## src/rtl/cubic_bspline_trajectory_eval_core_macros.svh

```systemverilog
// Assertion macros shared by the trajectory evaluator RTL.
// Expects clk and rst_n in the scope of each use.
`ifndef CUBIC_BSPLINE_TRAJECTORY_EVAL_CORE_MACROS_SVH
`define CUBIC_BSPLINE_TRAJECTORY_EVAL_CORE_MACROS_SVH

// Check that cons holds in the same cycle as ante.
`define CBTE_ASSERT_IMP(lbl, ante, cons) \
  lbl: assert property (@(posedge clk) disable iff (!rst_n) (ante) |-> (cons)) \
    else $error("trajectory evaluator assertion failed");

// Check that cons holds in the cycle after ante.
`define CBTE_ASSERT_NXT(lbl, ante, cons) \
  lbl: assert property (@(posedge clk) disable iff (!rst_n) (ante) |=> (cons)) \
    else $error("trajectory evaluator assertion failed");

`endif

```

## src/rtl/cbte_pkg.sv

```systemverilog
// Shared types, constants and the divide-by-six helper of the trajectory evaluator.
// No dependencies.
package cbte_pkg;

  localparam int unsigned MAX_POINTS_DEF = 1024;
  localparam int unsigned COORD_BITS_DEF = 32;

  localparam int unsigned IN_TDATA_W  = 160;
  localparam int unsigned IN_TUSER_W  = 1;
  localparam int unsigned OUT_TDATA_W = 288;
  localparam int unsigned OUT_TUSER_W = 2;
  localparam int unsigned CFG_ADDR_W  = 2;
  localparam int unsigned CFG_DATA_W  = 48;

  localparam logic [CFG_ADDR_W-1:0] REG_TIME_ORIGIN  = 2'd0;
  localparam logic [CFG_ADDR_W-1:0] REG_INV_INTERVAL = 2'd1;
  localparam logic [CFG_ADDR_W-1:0] REG_POINT_COUNT  = 2'd2;

  localparam logic OP_LOAD = 1'b0;
  localparam logic OP_EVAL = 1'b1;

  localparam logic [28:0] INV_RESET     = 29'd167772160;
  localparam logic [63:0] SLOW_SQ_LIMIT = 64'd429496;
  localparam logic [28:0] DIV6_MUL      = 29'd357913942;
  localparam int unsigned DIV6_SHIFT    = 31;
  localparam int unsigned LANE_LAT      = 6;

  typedef logic signed [26:0] weight_t;

  typedef struct packed {
    weight_t b0;
    weight_t b1;
    weight_t b2;
    weight_t d0;
    weight_t d1;
    weight_t d2;
    weight_t dd0;
    weight_t dd1;
    weight_t dd2;
  } weights_t;

  typedef struct packed {
    logic valid;
    logic ok;
  } ctrl_t;

  typedef struct packed {
    logic signed [31:0] pos;
    logic signed [31:0] vel;
    logic signed [31:0] acc;
    logic [63:0]        sq;
  } lane_res_t;

  // truncating signed divide by six, valid for |x| < 2^28
  function automatic weight_t div6(input logic signed [28:0] x);
    logic [27:0] mag;
    logic [56:0] prod;
    logic [25:0] q;
    mag  = x[28] ? 28'(-x) : x[27:0];
    prod = 57'(mag) * 57'(DIV6_MUL);
    q    = prod[DIV6_SHIFT+25:DIV6_SHIFT];
    return x[28] ? -weight_t'({1'b0, q}) : weight_t'({1'b0, q});
  endfunction

endpackage

```

## src/rtl/cbte_merge.sv

```systemverilog
// Merge of the three axis lanes: speed check, zeroing of rejected queries, output register and skid.
// Depends on cbte_pkg and the assertion macro header.
`include "cubic_bspline_trajectory_eval_core_macros.svh"
module cbte_merge (
  input  logic                                 clk,
  input  logic                                 rst_n,
  input  cbte_pkg::ctrl_t                      ctrl,
  input  cbte_pkg::lane_res_t                  rx,
  input  cbte_pkg::lane_res_t                  ry,
  input  cbte_pkg::lane_res_t                  rz,
  output logic                                 en,
  output logic                                 out_tvalid,
  input  logic                                 out_tready,
  // pos_x, pos_y, pos_z, vel_x, vel_y, vel_z, acc_x, acc_y, acc_z
  output logic [cbte_pkg::OUT_TDATA_W-1:0]     out_tdata,
  // ok, too_slow
  output logic [cbte_pkg::OUT_TUSER_W-1:0]     out_tuser
);
  import cbte_pkg::*;

  logic [63:0]            sumsq;
  logic                   slow;
  logic [OUT_TDATA_W-1:0] new_data;
  logic [OUT_TUSER_W-1:0] new_user;
  logic                   push;

  assign sumsq = rx.sq + ry.sq + rz.sq;
  assign slow  = (sumsq <= SLOW_SQ_LIMIT);

  always_comb begin
    if (ctrl.ok) begin
      new_data = {rz.acc, ry.acc, rx.acc, rz.vel, ry.vel, rx.vel, rz.pos, ry.pos, rx.pos};
      new_user = {slow, 1'b1};
    end else begin
      new_data = '0;
      new_user = '0;
    end
  end

  logic                   outv_r, outv_nxt;
  logic                   skv_r, skv_nxt;
  logic [OUT_TDATA_W-1:0] outd_r, outd_nxt, skd_r;
  logic [OUT_TUSER_W-1:0] outu_r, outu_nxt, sku_r;
  logic                   load_skid;

  assign en   = !skv_r;
  assign push = en && ctrl.valid;

  always_comb begin
    outv_nxt  = outv_r;
    skv_nxt   = skv_r;
    outd_nxt  = outd_r;
    outu_nxt  = outu_r;
    load_skid = 1'b0;
    if (skv_r) begin
      if (out_tready) begin
        outd_nxt = skd_r;
        outu_nxt = sku_r;
        skv_nxt  = 1'b0;
      end
    end else if (push) begin
      if (!outv_r || out_tready) begin
        outd_nxt = new_data;
        outu_nxt = new_user;
        outv_nxt = 1'b1;
      end else begin
        load_skid = 1'b1;
        skv_nxt   = 1'b1;
      end
    end else if (out_tready) begin
      outv_nxt = 1'b0;
    end
  end

  always_ff @(posedge clk) begin
    if (!rst_n) begin
      outv_r <= 1'b0;
      skv_r  <= 1'b0;
    end else begin
      outv_r <= outv_nxt;
      skv_r  <= skv_nxt;
    end
  end

  always_ff @(posedge clk) begin
    outd_r <= outd_nxt;
    outu_r <= outu_nxt;
    if (load_skid) begin
      skd_r <= new_data;
      sku_r <= new_user;
    end
  end

  assign out_tvalid = outv_r;
  assign out_tdata  = outd_r;
  assign out_tuser  = outu_r;

  `CBTE_ASSERT_IMP(a_skid_needs_out, skv_r, outv_r)
  `CBTE_ASSERT_NXT(a_skid_holds, skv_r && !out_tready, skv_r && $stable(skd_r))
  `CBTE_ASSERT_IMP(a_reject_zero, outv_r && !outu_r[0], outd_r == '0 && !outu_r[1])

endmodule

```

## config.mk

```make
export PLATFORM = sky130hd
export DESIGN_NAME = cbte_merge
export DESIGN_NICKNAME = d
export VERILOG_FILES = /design/src/rtl/cbte_pkg.sv /design/src/rtl/cbte_merge.sv
export VERILOG_INCLUDE_DIRS = /design/src /design/src/rtl
export SDC_FILE = /design/constraint.sdc
export NUM_CORES = 1
export LEC_CHECK = 0
export BUFFER_PORTS_ARGS = -buffer_cell sky130_fd_sc_hd__buf_4
export CAP_MARGIN = 15
export CORE_AREA = 2 2 299 301
export CTS_BUF_LIST = sky130_fd_sc_hd__clkbuf_4
export DETAILED_ROUTE_END_ITERATION = 8
export DIE_AREA = 0 0 301 303
export GPL_ROUTABILITY_DRIVEN = 0
export PLACE_DENSITY = 0.59
export REMOVE_ABC_BUFFERS = 1
export SLEW_MARGIN = 10
export SYNTH_ARGS = -nofsm -noshare
export SYNTH_HDL_FRONTEND = slang
export SYNTH_SLANG_ARGS = --single-unit
```

## constraint.sdc

```tcl
create_clock -name clk -period 62.1 [get_ports clk]
set_input_delay 3.105 -clock clk [delete_from_list [all_inputs] [get_ports clk]]
set_output_delay 3.105 -clock clk [all_outputs]
set_load 0.02 [all_outputs]
```

Word-level counts from Yosys, hierarchy flattened
Cells that the tools add are included.
{"block": "totals", "mem_bits_rw": 0, "romBits": 0, "ff_bits": 582, "latch_bits": 0, "mem_count": 0, "output_inout_bits": 292}
{"block": "op_classes", "div": 0, "multipliers": 0, "mux": 18, "order_cmp": 1, "shifts": 0, "reduce_logical": 9, "bitwise": 1, "addsub": 2, "eq_ne": 2}
{"cell": "$mux 288", "n": 5}
{"cell": "$add 64x64->64", "n": 2}
{"cell": "$le 64x19->1 const B", "n": 1}
{"cell": "$mux 2", "n": 5}
{"cell": "$mux 1", "n": 8}
{"cell": "$reduce_and 3->1", "n": 2}
{"cell": "$reduce_bool 2->1", "n": 3}
{"cell": "$logic_not 1->1", "n": 2}
{"cell": "$ne 2x1->1 const B", "n": 1}
{"cell": "$ne 2x2->1 const B", "n": 1}
{"cell": "$logic_and 1x1->1", "n": 1}
{"cell": "$logic_or 1x1->1", "n": 1}
{"cell": "$not 1->1", "n": 1}

Depth between registers and ports, before layout
Gate-level depths: netlist of run 1.
{"block": "logic_depth", "word_depth": 7, "mapped_depth": 17, "mapped_depth_nobuf": 17}

Least setup slack after synthesis of run 1
Ideal clock, no wire load.
{"block": "synth_path", "kind": "input port to flip-flop", "from": "input ctrl[1] (netlist name)", "to": "register skv_r", "stages": 3, "path_slack_ps": 36432, "setup_time_ps": 155, "arrival_time_ps": 25513, "t_required_ps": 61945, "cell_sequence": "nand2_1 > nor3b_1 > o21a_1"}
{"block": "synth_between", "elab_chain_len": 3}
{"element": "start: declaration", "line_no": "cbte_merge.sv:7", "text": "input cbte_pkg::ctrl_t ctrl,"}
{"element": "$logic_and 1x1->1", "line_no": "cbte_merge.sv:47", "text": "assign push = en && ctrl.valid;"}
{"element": "$mux 1", "line_no": "cbte_merge.sv:61", "text": "end else if (push) begin"}
{"element": "$mux 1", "line_no": "cbte_merge.sv:55", "text": "if (skv_r) begin"}
{"element": "end signal: assignment", "line_no": "cbte_merge.sv:81", "text": "skv_r <= skv_nxt;"}
{"element": "end: declaration", "line_no": "cbte_merge.sv:41", "text": "logic skv_r, skv_nxt;"}
Every way passes these cells.
A chain may end at the register's enable or synchronous reset.

Final worst setup path of run 1
{"block": "layout_path", "from": "input rx[48] (netlist name)", "to": "register outu_r[1] (netlist: out_tuser[1]) (data pin)"}
{"block": "layout_between", "elab_chain_len": 7}
{"element": "start: declaration", "line_no": "cbte_merge.sv:8", "text": "input cbte_pkg::lane_res_t rx,"}
{"element": "$add 64x64->64 (2 in series)", "line_no": "cbte_merge.sv:27", "text": "assign sumsq = rx.sq + ry.sq + rz.sq;"}
{"element": "$le 64x19->1", "line_no": "cbte_merge.sv:28", "text": "assign slow = (sumsq <= SLOW_SQ_LIMIT);"}
{"element": "$mux 2", "line_no": "cbte_merge.sv:31", "text": "if (ctrl.ok) begin"}
{"element": "$mux 2", "line_no": "cbte_merge.sv:62", "text": "if (!outv_r || out_tready) begin"}
{"element": "$mux 2", "line_no": "cbte_merge.sv:61"}
{"element": "$mux 2", "line_no": "cbte_merge.sv:55"}
{"element": "net outu_nxt[1]", "line_no": "cbte_merge.sv:43", "text": "logic [OUT_TUSER_W-1:0] outu_r, outu_nxt, sku_r;"}
{"element": "end signal: assignment", "line_no": "cbte_merge.sv:87", "text": "outu_r <= outu_nxt;"}
{"element": "end: declaration", "line_no": "cbte_merge.sv:43"}
The timed path passes the listed nets, and every way through them passes these cells. The select of a mux whose other input is x is not followed.

==> impl_results.md, run 1 <==
- Outcome: complete, no violations
- 1st-iter DRT viols: ~1500
- Synth unique cells: 91
- Commonest non-fill, non-tap cell in the layout: buf_4
- Aggregate global-route resource usage: 0.1995
- H-Tree Depth: 4
- CTS clk-pin slew, worst paths: roughly 0.080 ns
- CP Capture Type: flip-flop
- DRT Wirelength: approximately 95000 microns
- FFs w/ async S/R, synth: 0
- Delay of the slowest critical-path stage: between 0.5 and 0.6 ns
- Slew margin rel.: 0.2988
- WL/cell: between 20 and 25 microns
- Type of origin of the critical path: input port
- DRC: 0
- Crit path DAT: 7.35 ns
- Worst Tran Pin Value: around 1.1 ns
- Synth-to-Final Area Change: 31.57%
- Synth Instances: between 2000 and 2500
- Die footprint: 91200 sq um
- Post CTS Setup Buffer Count: 0
- Core box area: 87970 sq um
- Fmax: between 150 and 200 MHz
- Layout cells sized above 1: 0.4536
- Worst hold margin: 0.4992 ns
- Hold Path Depth: 1
- HP Class: flip-flop to flip-flop
- Routed via count: ~21000
- Period minus WS final: 6.538 ns
- Worst-Skew Late Latency: about 1 ns
- Grt ovf: 0
- CP required: between 60 and 70 ns
- Worst Setup Path Type: input port to flip-flop
- Die Width: about 300 microns
- Setup tns final: 0 ns
- Slew Limit Fails: 0
- Post-DR vias/cell: 5.006
- RSZ-0062 raised after global routing: no
- Row Count: 109
- Maximum vdd ir drop: 14.41 uV
- Final setup vio count: 0
- Port Buffers: approximately 780
- Worst-path maximum fanout: 10
- Largest net degree at the start of global routing: between 100 and 150
- Pwr Density: 28.14 nW/um^2
- Fin crit share: 0.1053
- Seq/Total Area, Yosys: 0.6041
- Starting density of the core: 0.3285
- Post-synth top flop: edfxtp_1
- CP cell instances: buf_4 -> fa_1 -> ha_1 -> a21oi_1 -> o21ai_0 -> a22oi_1 -> a21boi_0 -> o22ai_1 -> nor3_1 -> o2111ai_1 -> nor4_1 -> nand4b_1 -> o31ai_1
- Cts hold-fix bufs: 0
- #FFs+latches synth: 582
- CP max-delay cell: fa_1
- Ys Warns: 0
- Die Y: ~300 microns
- Fin nets: between 3000 and 4000
- First-pass GRT wire length: around 140000 microns
- CTS buffer count: about 160
- Hpwl dp: 70250 microns
- Max clock buf depth: 3
- CTS Root Cell: clkbuf_4
- Initial antenna violation count: 17
- Average size of a mapped cell: ~14 sq um
- 1st-pass router iterations: 6
- Routed Antenna Nets: 0
- EDFF count, synth: 580
- Clk_skew: roughly 0.056 ns
- TritonCTS clock tree: built
- Hold Fails Final Rpt: 0
- Final Util: 0.4322
- Sink Count: 582
- Synthesized cell area: ~29000 sq um
- Via count of the first global-routing pass: ~22000
- I/O pin count: a little under 800
- Post-cts sizing count: 0
- Maxcap violations: 0
- Leakage: about 15 nW
- Commonest non-fill, non-tap cells in the layout: buf_4 (790), edfxtp_1 (580), and2_1 (295), mux2_2 (289), clkbuf_4 (236)
- Worst reg2reg path depth: 5
final cells by class:
class	count	area, sq um
Clock inverter	38	304.0
Clock buffer	236	1772
Sequential cell	582	17460
Fill cell	8265	49950
Antenna cell	15	37.54
Tap cell	1165	1458
Timing Repair Buffer	792	5962
Multi-Input combinational cell	1351	10940
Inverter	21	86.33
synthesized netlist by cell type (all sizes together) (6+ instances only):
cell type,count,share of area
o31ai,8,0.0023
o21bai,8,0.0021
o2111ai,6,0.0018
nor3,30,0.0054
inv,21,0.0027
o21ai,72,0.013
nand3,18,0.0031
xor2,16,0.0048
a31oi,6,0.0013
or2,7,0.0015
nand4,33,0.0071
o211ai,10,0.0028
and2,295,0.064
clkbuf,70,0.0091
ha,62,0.027
nand2,99,0.013
a21o,12,0.0031
a21oi,97,0.017
buf,30,0.0058
mux2,289,0.11
nor2,76,0.0099
or3,8,0.0017
edfxtp,580,0.60
xnor2,17,0.0052
nand2b,7,0.0015
fa,64,0.044
a21boi,15,0.0042
a211oi,8,0.0028
o21a,17,0.0044
per-layer routing:
layer  track usage  vias to the layer above  part of all wire
met5             0                        -           0.00053
met4       0.08730                        8             0.034
met3       0.05721                      192             0.074
met2        0.3514                      927              0.51
met1        0.2248                    10386              0.38
li1              -                     9512                 -
power by group:
group	switching, mW	internal (mW)	total (mW)
Clock	0.165	0.194	0.359
Combinational	0.147	0.100	0.247
Sequential	0.00622	0.457	0.464
worst paths after layout:
kind | slack [ns] | to | from
setup / recovery | 55.56 | out_tuser[1] | rx[48]
hold / removal | 0.50 | out_tdata[72] | skd_r[72]
setup reg to reg | 58.55 | skd_r[256] | skv_r
hold reg to reg | 0.50 | out_tdata[72] | skd_r[72]
state kept, by name, indices dropped and copies added, names as in the netlist:
register,count
skv_r,1
skd_r,288
out_tvalid,1
out_tuser,2
sku_r,2
out_tdata,288
worst max-delay path: cells and delay by family:
kind	cells	cell delay, ns
AOI/OAI and AO/OA	7	2.09
and+or+nand+nor	3	1.05
adders and majority gates	2	0.99
buffers and inverters	1	0.11
stage by stage:
stage | cells | setup WS (ns) | power, mW | instance area (sq um)
floorplan | 1954 | 32.87 | 0.6206 | 28460
CTS | 4185 | 55.81 | 1.082 | 37980
global route | 4194 | 55.42 | 1.123 | 38000
detailed placement | 3911 | 54.64 | 0.7163 | 35900
finish | 4200 | 55.56 | 1.070 | 38020
global placement | 3911 | 54.76 | 0.7134 | 35900
kinds of logic after synthesis:
family          after synthesis  share of synthesized area
buf+inv                     121                    0.01767
xor+xnor                     33                    0.01000
compound gates              299                    0.06820
simple gates                602                     0.1155
fa+ha+maj                   126                    0.07119
mux                         291                     0.1133
flops                       582                     0.6041
Note: power is estimated with default switching activity, not from simulation.
==> inputs of run 2 (changes only) <==
==> constraint.sdc (replaced) <==
create_clock -name clk -period 6.33 [get_ports clk]
set_input_delay 0.3165 -clock clk [delete_from_list [all_inputs] [get_ports clk]]
set_output_delay 0.3165 -clock clk [all_outputs]
set_load 0.02 [all_outputs]
==> run 2 against run 1 <==
Compared with the run above:
- first-iteration DRC count increased by 15%
- clock skew is 0.029 ns higher
- count of clock-buffer cells in the layout rose by 20
- die area unchanged
- clock power grew to 9.9 times the previous value
- setup slack got worse by 53 ns
- sequential share of layout area decreased by 3.7 points
- critical path type unchanged
- largest power group unchanged
==> impl_results.md, run 2 (synthesis gave the netlist of run 1 again) <==
- Outcome: complete, no violations
- Post-DR vias/cell: 4.929 (-1.5%)
- FILL cells: 7911 (-4.3%)
- Die Width: 301 microns (unchanged)
- Post CTS Setup Buffer Count: 0 (unchanged)
- Starting density of the core: 0.3285 (unchanged)
- Die Y: 303 microns (unchanged)
- Crit path DAT: 4.53 ns (-2.82 ns)
- Clk_skew: 0.08474 ns (+0.02888 ns)
- Worst Setup Path Type: input port to flip-flop
- RSZ-0062 raised after global routing: no
- 1st-iter DRT viols: 1692 (+15%)
- Core box area: 87970 sq um (unchanged)
- CP required: 7.15 ns (-55.76 ns)
- Layout cells sized above 1: 0.4124 (-0.04125)
- DRC: 0 (unchanged)
- Pre-CTS WS: 1.676 ns (-52.96 ns)
- CTS Root Cell: clkbuf_4
- Grt ovf: 0 (unchanged)
- Net Sw Frac: 0.2994 (+0.001935)
- Flop pwr share: 0.424 (-0.009)
- DRT Wirelength: 97810 microns (+3.2%)
- Max clock buf depth: 3 (unchanged)
- Final Util: 0.4704 (+0.03819)
- Fin nets: 3848 (+9.4%)
- Largest net degree at the start of global routing: 183 (+44%)
- Commonest non-fill, non-tap cells in the layout: buf_4 (782), edfxtp_1 (580), dlygate4sd3_1 (330), and2_1 (295), mux2_2 (289)
- DP Cell Count: 3907 (-0.10%)
- Comb power frac: 0.244 (+0.013)
- I/O pin count: 777 (unchanged)
- Fmax: ~270 MHz
- Multi-input gate area: 10940 sq um (unchanged)
- Commonest non-fill, non-tap cell in the layout: buf_4
- Routed Antenna Nets: 0 (unchanged)
- Initial antenna violation count: 18 (+1)
- Worst-path maximum fanout: 10 (unchanged)
- Clock power share: 0.333 (-0.002)
- HP Class: input port to flip-flop
- Worst-Skew Late Latency: 0.98 ns (about the same)
- CP Capture Type: flip-flop
- Aggregate global-route resource usage: 0.2062 (+0.006654)
- H-Tree Depth: 4 (unchanged)
- Synth-to-Final Area Change: 43.20%
- Slew Limit Fails: 0 (unchanged)
- Setup tns final: 0 ns (unchanged)
- Slew margin rel.: 0.2778 (-0.02098)
- Worst Tran Pin Value: 1.083 ns (+0.03147 ns)
- Hold Fails Final Rpt: 0 (unchanged)
- Reg area: 17460 sq um (unchanged)
- TritonCTS clock tree: built
- Net Sw Power: 3.211 mW (+910%)
- Maximum vdd ir drop: 139.4 uV (+870%)
- Fin crit share: 0.5857
- Leakage: 16.61 nW (+9.5%)
- Type of origin of the critical path: input port
- WL/cell: 21.56 microns (-4.4%)
- Post-Layout Cell Count: 4536 (+8.0%)
- Routed via count: 22356 (+6.3%)
- CTS clk-pin slew, worst paths: 0.07 ns (about the same)
- Die footprint: 91200 sq um (unchanged)
- Pwr Density: 259.2 nW/um^2 (+820%)
- Power Internal: 7.513 mW (+900%)
- Port Buffers: 776 (unchanged)
- Maxcap violations: 0 (unchanged)
- First-pass GRT wire length: 141800 microns (+4.0%)
- Placed Area: 35920 sq um (about the same)
- Worst hold margin: 0.2066 ns (-0.2926 ns)
- Hpwl dp: 69860 microns (-0.56%)
- Via count of the first global-routing pass: 23305 (+6.9%)
- Final WS setup: 2.623 ns (-52.94 ns)
- Row Count: 109 (unchanged)
- CTS buffer count: 163 (+2.5%)
- Total power: 10.72 mW (+900%)
- Sink Count: 582 (unchanged)
- Period minus WS final: roughly 3.7 ns
- 1st-pass router iterations: 5 (-1)
- Fin area: 41380 sq um (+8.8%)
- Final setup vio count: 0 (unchanged)
[run 2: worst max-delay path, stage by stage]
cell and delay, ns:
buf_4 0.12, fa_1 0.49, ha_1 0.47, a21oi_1 0.48, o21ai_0 0.22, a22oi_1 0.28, a21boi_0 0.38, o22ai_1 0.15
nor3_1 0.41, o2111ai_1 0.24, nor4_1 0.52, nand4b_1 0.19, o31ai_1 0.27
[run 2: final timing paths]
kind | cells after the start | from | slack [ns] | endpoint
setup / recovery | 13 | rx[48] | 2.62 | out_tuser[1]
hold / removal | 3 | rx[118] | 0.21 | skd_r[118]
setup reg to reg | 5 | skv_r | 3.13 | skd_r[97]
hold reg to reg | 1 | skd_r[129] | 0.52 | out_tdata[129]
[run 2: layout make-up]
| type | count | share of cell area |
|---|---|---|
| clock inverters | 28 | 0.004596 |
| flip-flops and latches | 582 | 0.4219 |
| well taps | 1165 | 0.03523 |
| multi-input cells | 1351 | 0.2644 |
| inverters | 21 | 0.002086 |
| diodes | 15 | 0.0009072 |
| clock buffers | 256 | 0.04645 |
| repair buffers | 1118 | 0.2244 |
[run 2: power groups by stage]
stage	combinational (mW)	clock [mW]	sequential, mW
after detailed placement	2.40	0	4.63
final	2.61	3.57	4.55
after floorplan	1.20	0	4.88
after global placement	2.38	0	4.62
after CTS	2.60	3.71	4.55
after global routing	2.80	3.91	4.56
[run 2: what timing repair did]
| item | 4_1_cts | 5_1_grt |
|---|---|---|
| hold endpoints to repair | 592 | 0 |
| hold buffers | 330 | 0 |
| setup endpoints to repair | 0 | 0 |
| gates resized for setup | 0 | 0 |
[run 2: metal layers]
layer | global-route usage | up-vias | part of all wire
met4 | 0.09595 | 6 | 0.037
met2 | 0.3602 | 1014 | 0.51
met5 | 0 | - | 0.00034
li1 | - | 10163 | -
met1 | 0.2275 | 10970 | 0.37
met3 | 0.06702 | 203 | 0.081
